$ cat config.mk
export PLATFORM = sky130hd
export DESIGN_NAME = send_on_delta_sample_logger_unit
export DESIGN_NICKNAME = d
export VERILOG_FILES = /design/src/hdl/sodl_pkg.sv /design/src/hdl/send_on_delta_sample_logger_unit.sv /design/src/hdl/sodl_cfg.sv /design/src/hdl/sodl_serdiv.sv
export SDC_FILE = /design/constraint.sdc
export NUM_CORES = 1
export LEC_CHECK = 0
export BUFFER_PORTS_ARGS = -buffer_cell sky130_fd_sc_hd__buf_2
export CAP_MARGIN = 20
export CORE_ASPECT_RATIO = 0.75
export CORE_MARGIN = 2
export CORE_UTILIZATION = 64
export CTS_CLUSTER_SIZE = 24
export DETAILED_ROUTE_END_ITERATION = 6
export PLACE_DENSITY = 0.85
export REMOVE_ABC_BUFFERS = 1
export SLEW_MARGIN = 20
export SYNTH_ARGS = -nofsm -noshare
export SYNTH_HDL_FRONTEND = slang
export SYNTH_HIERARCHICAL = 1
export SYNTH_SLANG_ARGS = --single-unit
$ cat constraint.sdc
create_clock -name clk -period 8.3 [get_ports clk]
set_clock_uncertainty 0.1 [all_clocks]
set_input_delay 1.66 -clock clk [delete_from_list [all_inputs] [get_ports clk]]
set_output_delay 1.66 -clock clk [all_outputs]
set_load 0.03 [all_outputs]
$ cat src/hdl/sodl_pkg.sv
// Shared types, constants and register codes for the send-on-delta sample logger.
package sodl_pkg;

  localparam int CHANNELS   = 5;
  localparam int SAMPLE_W   = 10;
  localparam int SCALED_W   = 8;
  localparam int DIVISOR_W  = 8;
  localparam int COUNT_W    = 16;
  localparam int CH_IW      = (CHANNELS > 1) ? $clog2(CHANNELS) : 1;
  localparam int DIV_STEPS  = SAMPLE_W;
  localparam int STEP_W     = $clog2(DIV_STEPS + 1);
  localparam int CFG_IDX_W  = 3;
  localparam int CFG_DATA_W = 16;

  localparam logic [CFG_IDX_W-1:0] REG_ENABLE    = 3'd0;
  localparam logic [CFG_IDX_W-1:0] REG_DELTA     = 3'd1;
  localparam logic [CFG_IDX_W-1:0] REG_OFFSET    = 3'd2;
  localparam logic [CFG_IDX_W-1:0] REG_DIVISOR   = 3'd3;
  localparam logic [CFG_IDX_W-1:0] REG_MIN_INTVL = 3'd4;
  localparam logic [CFG_IDX_W-1:0] REG_MAX_INTVL = 3'd5;

  localparam logic                 RST_ENABLE    = 1'b1;
  localparam logic [SAMPLE_W-1:0]  RST_DELTA     = 10'd2;
  localparam logic [SAMPLE_W-1:0]  RST_OFFSET    = 10'd430;
  localparam logic [DIVISOR_W-1:0] RST_DIVISOR   = 8'd1;
  localparam logic [COUNT_W-1:0]   RST_MIN_INTVL = 16'd60;
  localparam logic [COUNT_W-1:0]   RST_MAX_INTVL = 16'd600;
  localparam logic [SAMPLE_W-1:0]  RST_LAST      = 10'd255;
  localparam logic [SCALED_W-1:0]  SCALED_MAX    = 8'd255;

  typedef logic [SAMPLE_W-1:0] sample_t;
  typedef logic [SCALED_W-1:0] scaled_t;

  typedef struct packed {
    logic    second_tick;
    sample_t sample_ch0;
    sample_t sample_ch1;
    sample_t sample_ch2;
    sample_t sample_ch3;
    sample_t sample_ch4;
  } in_item_t;

  typedef struct packed {
    scaled_t scaled_ch0;
    scaled_t scaled_ch1;
    scaled_t scaled_ch2;
    scaled_t scaled_ch3;
    scaled_t scaled_ch4;
    logic    by_timeout;
  } out_item_t;

  typedef struct packed {
    logic                 enable;
    sample_t              delta_threshold;
    sample_t              offset_min;
    logic [DIVISOR_W-1:0] divisor;
    logic [COUNT_W-1:0]   min_interval;
    logic [COUNT_W-1:0]   max_interval;
  } cfg_regs_t;

endpackage

$ cat src/hdl/send_on_delta_sample_logger_unit.sv
// Top level of the send-on-delta sample logger: control sequence, sample store and output.
// Sequence: a change check over every channel (skipped when forced), then per channel a scale
// step and a wait on the bit-serial divider, and finally one output load.
// Throughput: one item per cycle without a tick or below the minimum interval; an item that
// starts a check or a record stalls the input until the sequencer is idle again; a full output waits.
// Reset is synchronous: counter cleared, last logged samples 255, registers to defaults.
module send_on_delta_sample_logger_unit (
  input  logic                           clk,
  input  logic                           rst,
  input  logic                           in_valid,
  output logic                           in_stall,
  input  sodl_pkg::in_item_t             in_data,
  output logic                           out_valid,
  input  logic                           out_stall,
  output sodl_pkg::out_item_t            out_data,
  input  logic                           cfg_valid,
  output logic                           cfg_ready,
  input  logic [sodl_pkg::CFG_IDX_W-1:0]  cfg_index,
  input  logic [sodl_pkg::CFG_DATA_W-1:0] cfg_data
);
  import sodl_pkg::*;

  // Sequencer states.
  localparam logic [2:0] ST_IDLE  = 3'd0;
  localparam logic [2:0] ST_CHECK = 3'd1;
  localparam logic [2:0] ST_SCALE = 3'd2;
  localparam logic [2:0] ST_DIVW  = 3'd3;
  localparam logic [2:0] ST_FIN   = 3'd4;

  localparam logic [CH_IW-1:0] LAST_IDX = CH_IW'(CHANNELS - 1);

  cfg_regs_t          regs;
  logic [2:0]         state;
  logic [CH_IW-1:0]   idx;
  logic               changed;
  logic               forced;
  logic [COUNT_W-1:0] seconds_count;
  logic [COUNT_W-1:0] cnt_inc;
  logic               forced_now;
  logic               below_min;
  logic               tick;
  logic               ch_hit;
  logic               out_free;

  sample_t in_samples [CHANNELS];
  sample_t samp       [CHANNELS];
  sample_t last       [CHANNELS];
  scaled_t rec        [CHANNELS];

  sample_t diff;
  sample_t dividend;
  logic    div_start;
  logic    div_done;
  scaled_t div_q;

  sodl_cfg u_cfg (
    .clk       (clk),
    .rst       (rst),
    .cfg_valid (cfg_valid),
    .cfg_ready (cfg_ready),
    .cfg_index (cfg_index),
    .cfg_data  (cfg_data),
    .regs      (regs)
  );

  sodl_serdiv u_div (
    .clk      (clk),
    .rst      (rst),
    .start    (div_start),
    .dividend (dividend),
    .divisor  (regs.divisor),
    .done     (div_done),
    .quotient (div_q)
  );

  assign in_samples[0] = in_data.sample_ch0;
  assign in_samples[1] = in_data.sample_ch1;
  assign in_samples[2] = in_data.sample_ch2;
  assign in_samples[3] = in_data.sample_ch3;
  assign in_samples[4] = in_data.sample_ch4;

  // New items are taken only between records; the output register holds a finished
  // record on its own, so the next item can already be accepted while it waits.
  assign in_stall = (state != ST_IDLE);

  // Tick bookkeeping done in the cycle of acceptance.
  assign tick       = regs.enable && in_data.second_tick;
  assign cnt_inc    = seconds_count + COUNT_W'(1);
  assign forced_now = (cnt_inc >= regs.max_interval);
  assign below_min  = (cnt_inc < regs.min_interval);

  // The sample and last-logged rings rotate one channel per step, so the channel
  // under work always sits at the head of each ring.
  assign diff   = (samp[0] > last[0]) ? (samp[0] - last[0]) : (last[0] - samp[0]);
  assign ch_hit = (diff >= regs.delta_threshold);

  // Samples at or below the offset scale to zero.
  assign dividend  = (samp[0] > regs.offset_min) ? (samp[0] - regs.offset_min) : '0;
  assign div_start = (state == ST_SCALE);

  assign out_free = !out_valid || !out_stall;

  always_ff @(posedge clk) begin
    if (rst) begin
      state         <= ST_IDLE;
      idx           <= '0;
      changed       <= 1'b0;
      seconds_count <= '0;
      for (int i = 0; i < CHANNELS; i++) begin
        last[i] <= RST_LAST;
      end
    end else begin
      unique case (state)
        ST_IDLE: begin
          if (in_valid && tick) begin
            seconds_count <= cnt_inc;
            idx           <= '0;
            changed       <= 1'b0;
            if (forced_now) begin
              state <= ST_SCALE;
            end else if (!below_min) begin
              state <= ST_CHECK;
            end
          end
        end
        ST_CHECK: begin
          for (int i = 0; i < CHANNELS - 1; i++) begin
            last[i] <= last[i+1];
          end
          last[CHANNELS-1] <= last[0];
          if (ch_hit) begin
            changed <= 1'b1;
          end
          if (idx == LAST_IDX) begin
            idx   <= '0;
            state <= (changed || ch_hit) ? ST_SCALE : ST_IDLE;
          end else begin
            idx <= idx + CH_IW'(1);
          end
        end
        ST_SCALE: begin
          state <= ST_DIVW;
        end
        ST_DIVW: begin
          if (div_done) begin
            if (idx == LAST_IDX) begin
              idx   <= '0;
              state <= ST_FIN;
            end else begin
              idx   <= idx + CH_IW'(1);
              state <= ST_SCALE;
            end
          end
        end
        ST_FIN: begin
          // Commit the record: save the samples and restart the interval.
          if (out_free) begin
            seconds_count <= '0;
            for (int i = 0; i < CHANNELS; i++) begin
              last[i] <= samp[i];
            end
            state <= ST_IDLE;
          end
        end
        default: state <= ST_IDLE;
      endcase
    end
  end

  // The output register fills at the commit step and empties when the receiver takes it.
  always_ff @(posedge clk) begin
    if (rst) begin
      out_valid <= 1'b0;
    end else if (state == ST_FIN && out_free) begin
      out_valid <= 1'b1;
    end else if (!out_stall) begin
      out_valid <= 1'b0;
    end
  end

  // Payload registers: sample ring, record shift register, output item.
  always_ff @(posedge clk) begin
    if (state == ST_IDLE && in_valid) begin
      for (int i = 0; i < CHANNELS; i++) begin
        samp[i] <= in_samples[i];
      end
      forced <= forced_now;
    end else if (state == ST_CHECK || (state == ST_DIVW && div_done)) begin
      for (int i = 0; i < CHANNELS - 1; i++) begin
        samp[i] <= samp[i+1];
      end
      samp[CHANNELS-1] <= samp[0];
    end
    if (state == ST_DIVW && div_done) begin
      for (int i = 0; i < CHANNELS - 1; i++) begin
        rec[i] <= rec[i+1];
      end
      rec[CHANNELS-1] <= div_q;
    end
    if (state == ST_FIN && out_free) begin
      out_data.scaled_ch0 <= rec[0];
      out_data.scaled_ch1 <= rec[1];
      out_data.scaled_ch2 <= rec[2];
      out_data.scaled_ch3 <= rec[3];
      out_data.scaled_ch4 <= rec[4];
      out_data.by_timeout <= forced;
    end
  end

  // A new record appears only as the commit step of the sequencer.
  a_out_from_fin: assert property (@(posedge clk) disable iff (rst)
    $rose(out_valid) |-> $past(state) == ST_FIN)
    else $error("output record appeared outside the commit step");

  // Committing a record restarts the seconds counter.
  a_count_cleared: assert property (@(posedge clk) disable iff (rst)
    (state == ST_FIN && out_free) |=> (seconds_count == '0 && out_valid))
    else $error("seconds counter not cleared on commit");

  // The divider only finishes while the sequencer waits for it.
  a_div_done_wait: assert property (@(posedge clk) disable iff (rst)
    div_done |-> state == ST_DIVW)
    else $error("divider finished outside its wait step");

  // The channel pointer never runs past the last channel.
  a_idx_range: assert property (@(posedge clk) disable iff (rst)
    idx <= LAST_IDX)
    else $error("channel pointer out of range");

endmodule

$ cat src/hdl/sodl_cfg.sv
// Configuration register file of the send-on-delta sample logger.
module sodl_cfg (
  input  logic                           clk,
  input  logic                           rst,
  input  logic                           cfg_valid,
  output logic                           cfg_ready,
  input  logic [sodl_pkg::CFG_IDX_W-1:0]  cfg_index,
  input  logic [sodl_pkg::CFG_DATA_W-1:0] cfg_data,
  output sodl_pkg::cfg_regs_t            regs
);
  import sodl_pkg::*;

  // Writes are always accepted; cfg_ready is tied high.
  assign cfg_ready = 1'b1;

  always_ff @(posedge clk) begin
    if (rst) begin
      regs.enable          <= RST_ENABLE;
      regs.delta_threshold <= RST_DELTA;
      regs.offset_min      <= RST_OFFSET;
      regs.divisor         <= RST_DIVISOR;
      regs.min_interval    <= RST_MIN_INTVL;
      regs.max_interval    <= RST_MAX_INTVL;
    end else if (cfg_valid && cfg_ready) begin
      unique case (cfg_index)
        REG_ENABLE:    regs.enable          <= cfg_data[0];
        REG_DELTA:     regs.delta_threshold <= cfg_data[SAMPLE_W-1:0];
        REG_OFFSET:    regs.offset_min      <= cfg_data[SAMPLE_W-1:0];
        REG_DIVISOR:   regs.divisor         <= cfg_data[DIVISOR_W-1:0];
        REG_MIN_INTVL: regs.min_interval    <= cfg_data[COUNT_W-1:0];
        REG_MAX_INTVL: regs.max_interval    <= cfg_data[COUNT_W-1:0];
        default: ;
      endcase
    end
  end

endmodule

$ cat src/hdl/sodl_serdiv.sv
// Bit-serial restoring divider with clamping of the quotient to the scaled range.
module sodl_serdiv (
  input  logic                           clk,
  input  logic                           rst,
  input  logic                           start,
  input  sodl_pkg::sample_t              dividend,
  input  logic [sodl_pkg::DIVISOR_W-1:0]  divisor,
  output logic                           done,
  output sodl_pkg::scaled_t              quotient
);
  import sodl_pkg::*;

  logic                 busy;
  logic [STEP_W-1:0]    step;
  logic [DIVISOR_W-1:0] rem;
  sample_t              nq;       // dividend bits shift out, quotient bits shift in
  logic [DIVISOR_W-1:0] dvs;
  logic [DIVISOR_W:0]   rem_sh;
  logic [DIVISOR_W:0]   rem_sub;
  logic                 fits;

  // A zero divisor behaves as a divisor of one.
  assign dvs     = (divisor == '0) ? DIVISOR_W'(1) : divisor;
  assign rem_sh  = {rem, nq[SAMPLE_W-1]};
  assign rem_sub = rem_sh - {1'b0, dvs};
  assign fits    = (rem_sh >= {1'b0, dvs});

  always_ff @(posedge clk) begin
    if (rst) begin
      busy <= 1'b0;
      done <= 1'b0;
      step <= '0;
    end else begin
      done <= 1'b0;
      if (start) begin
        busy <= 1'b1;
        step <= '0;
      end else if (busy) begin
        step <= step + STEP_W'(1);
        if (step == STEP_W'(DIV_STEPS - 1)) begin
          busy <= 1'b0;
          done <= 1'b1;
        end
      end
    end
  end

  always_ff @(posedge clk) begin
    if (start) begin
      rem <= '0;
      nq  <= dividend;
    end else if (busy) begin
      rem <= fits ? rem_sub[DIVISOR_W-1:0] : rem_sh[DIVISOR_W-1:0];
      nq  <= {nq[SAMPLE_W-2:0], fits};
    end
  end

  assign quotient = (nq[SAMPLE_W-1:SCALED_W] != '0) ? SCALED_MAX : nq[SCALED_W-1:0];

endmodule
==> flow_summary_export.csv <==
group,metric,value,unit
placement,portBuffers,117,
clocking,post_cts_buffers,0,
yosys,ys_top_cells_by_area,"edfxtp_1 (40%), dfxtp_1 (14%), ha_1 (7.2%)",
timing,hold_viol,0,
clocking,cts_made_buffers,27,
global_route,met2_usage,0.416,
layout,diodes,0,
layout,regArea,7750,um2
clocking,clock-sinks,291,
clocking,htreeDepth,1,
yosys,synth_top_area_cell,"edfxtp_1",
yosys,syn-instance-count,1249,
global_route,grt_pass1_vias,9637,
critical_path,setup.worst_path.start_class,"flop",
clocking,root_buffer,"clkbuf_16",
route,wire_per_inst,18.5,um
layout,multi_input_area,6080,um2
route,first_pass_iters,5,
route,drc_errors,0,
global_route,grt.met1_usage,0.377,
die,die_area,23900,um2
global_route,grt_pass1_wl,49300,um
timing,rsz0062_at_grt,"false",
die,num_rows,47,
layout,final_nets,1508,
clocking,cts_tree,"done",
die,dieWidth,178,um
yosys,yosysSeqAreaShare,0.534,
power,p_leak,6.42,nW
power,irDropWorstVdd,0.173,mV
power,powerDensity,193,nW/um2
worst_hold_path,min_path_cells,0,
timing,timing.fmax,245,MHz
timing,slew-limit-headroom,0.455,
critical_path,critPathMaxFanout,11,
critical_path,critPathArrivalTime,4.37,ns
clocking,path_clk_slew,0.06,ns
yosys,ys_types,77,
critical_path,rrSetupSlack,4.23,ns
die,die_height,134,um
worst_hold_path,min_to,"out_data[36]$_DFFE_PP_",
critical_path,required,8.60,ns
yosys,synthFlopType,"edfxtp_1",
placement,pre_cts_slack,4.30,ns
route,drt_iter0_drc,863,
timing,slew_violations,0,
route,drt_wl_total,30700,um
yosys,yosysWarnings,6,
timing,tns,0,ns
global_route,grt_usage,0.259,
yosys,synth_top_area_share,0.398,
clocking,ctsHoldBuffers,0,
critical_path,crit_type,"reg -> reg",
timing,setup_viol_count_final,0,
timing,finalCritPeriodShare,0.491,
route,vias,9721,
yosys,async_reset_ff_frac,0,
layout,fillers,1491,
placement,place.detailed.hpwl,21700,um
clocking,post_cts_resized,0,
die,core-area,22200,um2
global_route,grt.busiest_layer,"met2",
global_route,grt_overflow,0,
layout,drive_gt1_frac,0.178,
clocking,insertion_delay,0.54,ns
layout,syn_to_final_growth,10.8,%
timing,period_needed,4.07,ns
timing,worst_pin_slew,0.816,ns
critical_path,worstRegToRegCells,18,
die,start_util,0.654,
route,vias_per_cell,5.85,
timing,worst_slack,4.23,ns
yosys,avgSynthCellArea,11.6,um2
job,maxCapViolCount,0,
status,status,"complete, no violations",
critical_path,r2r_end,"changed$_SDFFE_PP0P_",
yosys,yosys_register_bits,291,
worst_hold_path,worstHoldStart,"rec[0][3]$_DFFE_PP_",
global_route,use_met3,0.0400,
route,ant_nets,0,
yosys,synth_area,14500,um2
global_route,antenna_found_initial,0,
placement,gp_congestion,0.913,
global_route,grt_max_degree,66,
die,io_pins,119,
clocking,cts.path.max_buffers,3,
yosys,synth_edf_count,192,
worst_hold_path,min_path_type,"reg -> reg",
critical_path,r2r-start,"samp[0][0]$_DFFE_PP_",
critical_path,endpoint_kind,"flop",
## critical path, stage by stage, from the launching register on
cell and delay (ns):
edfxtp_1 0.39, inv_1 0.13, ha_1 0.21, inv_1 0.07, fa_1 0.38, a21o_1 0.19, a21oi_2 0.16, or2_1 0.14
a31o_1 0.49, nor3_1 0.11, a31oi_1 0.19, xor2_1 0.17, ha_1 0.26, a21o_1 0.16, a21o_1 0.18, a211oi_1 0.20
a21oi_1 0.15, o21ai_0 0.18, a21oi_1 0.09
## state kept, by name, indices dropped and copies added, names as in the netlist
signal         cells
state              3
idx                3
samp              50
seconds_count     16
u_div/nq          10
last              50
u_div/done         1
changed            1
u_cfg/regs        61
u_div/step         4
out_data          41
u_div/rem          8
rec               40
forced             1
u_div/busy         1
out_valid          1
## report_power, final
group / switching, mW / internal, mW
sequential: 0.0248 / 1.57
combinational: 0.187 / 0.138
clock: 0.525 / 0.658
total: 0.737 / 2.36
## worst max path at each step
stage	from	to
6_report	samp[0][0]$_DFFE_PP_	changed$_SDFFE_PP0P_
5_1_grt	samp[0][0]$_DFFE_PP_	changed$_SDFFE_PP0P_
4_1_cts	samp[0][0]$_DFFE_PP_	changed$_SDFFE_PP0P_
3_5_place_dp	samp[0][0]$_DFFE_PP_	changed$_SDFFE_PP0P_
3_3_place_gp	samp[0][0]$_DFFE_PP_	changed$_SDFFE_PP0P_
2_1_floorplan	out_stall	last[0][0]$_DFFE_PP_
## stage by stage
step | utilization | area [um2] | instances | hold WS (ns) | total power [mW]
global route | 0.725 | 16100 | 1661 | 0.327 | 3.21
detailed placement | 0.685 | 15200 | 1610 | 0.307 | 1.94
global placement | 0.685 | 15200 | 1610 | 0.301 | 1.93
finish | 0.725 | 16100 | 1661 | 0.323 | 3.10
floorplan | - | 14200 | 1191 | 0.300 | 1.84
CTS | 0.724 | 16000 | 1660 | 0.321 | 3.11
## layout by cell type, fill, tap and decap left out, types with 6 or more instances in the layout
cell         n
nor2b_1      9
nand2b_1    74
nand2_1     44
clkbuf_8     6
xnor2_1     17
or3_1       10
nor3_1      12
clkbuf_1    10
ha_1        83
clkbuf_16   27
nand4_1      9
and3_1      11
buf_4        9
o22a_1      24
xor2_1      21
buf_2      116
mux2_2      52
o21ai_1      6
dfxtp_1     99
mux2i_1     72
o21ai_0     42
a22o_1       7
a21o_1      20
a21oi_1     59
inv_1       94
edfxtp_1   192
nor2_1     112
nand3_1     14
## final cells by class
type	count	share of cell area
clock buffers	43	0.0495
flip-flops and latches	291	0.482
multi-input cells	806	0.379
repair buffers	126	0.0416
well taps	294	0.0229
clock inverters	7	0.00304
inverters	94	0.0220
## cell usage after synthesis, drive strengths merged, types with 6 or more instances
master and n:
nor2b 9, nand2 46, o22a 24, clkbuf 18
nand4 9, or3 11, nor2 114, a22o 7
nor3 16, a21oi 62, a211oi 6, and3 11
nand3 16, xnor2 17, buf 40, nand2b 75
mux2 52, a21o 21, ha 83, xor2 21
dfxtp 99, edfxtp 192, o21ai 48, mux2i 72
inv 94
## cells by family after synthesis
kind of cell             after synthesis  synth area share
AO/OA/AOI/OAI                        216             0.102
XOR/XNOR                              38            0.0230
adder cells (fa/ha/maj)               87            0.0771
buffers and inverters                152            0.0479
flip-flops                           291             0.534
multiplexers                         124            0.0901
other                                  1          0.000259
AND/OR/NAND/NOR                      340             0.125
## per-layer routing
layer | vias to the layer above | share of wire
li1 | 4693 | -
met1 | 4642 | 0.46
met2 | 331 | 0.46
met3 | 55 | 0.065
met4 | 0 | 0.020
met5 | - | 0
Note: power is estimated with default switching activity, not from simulation.
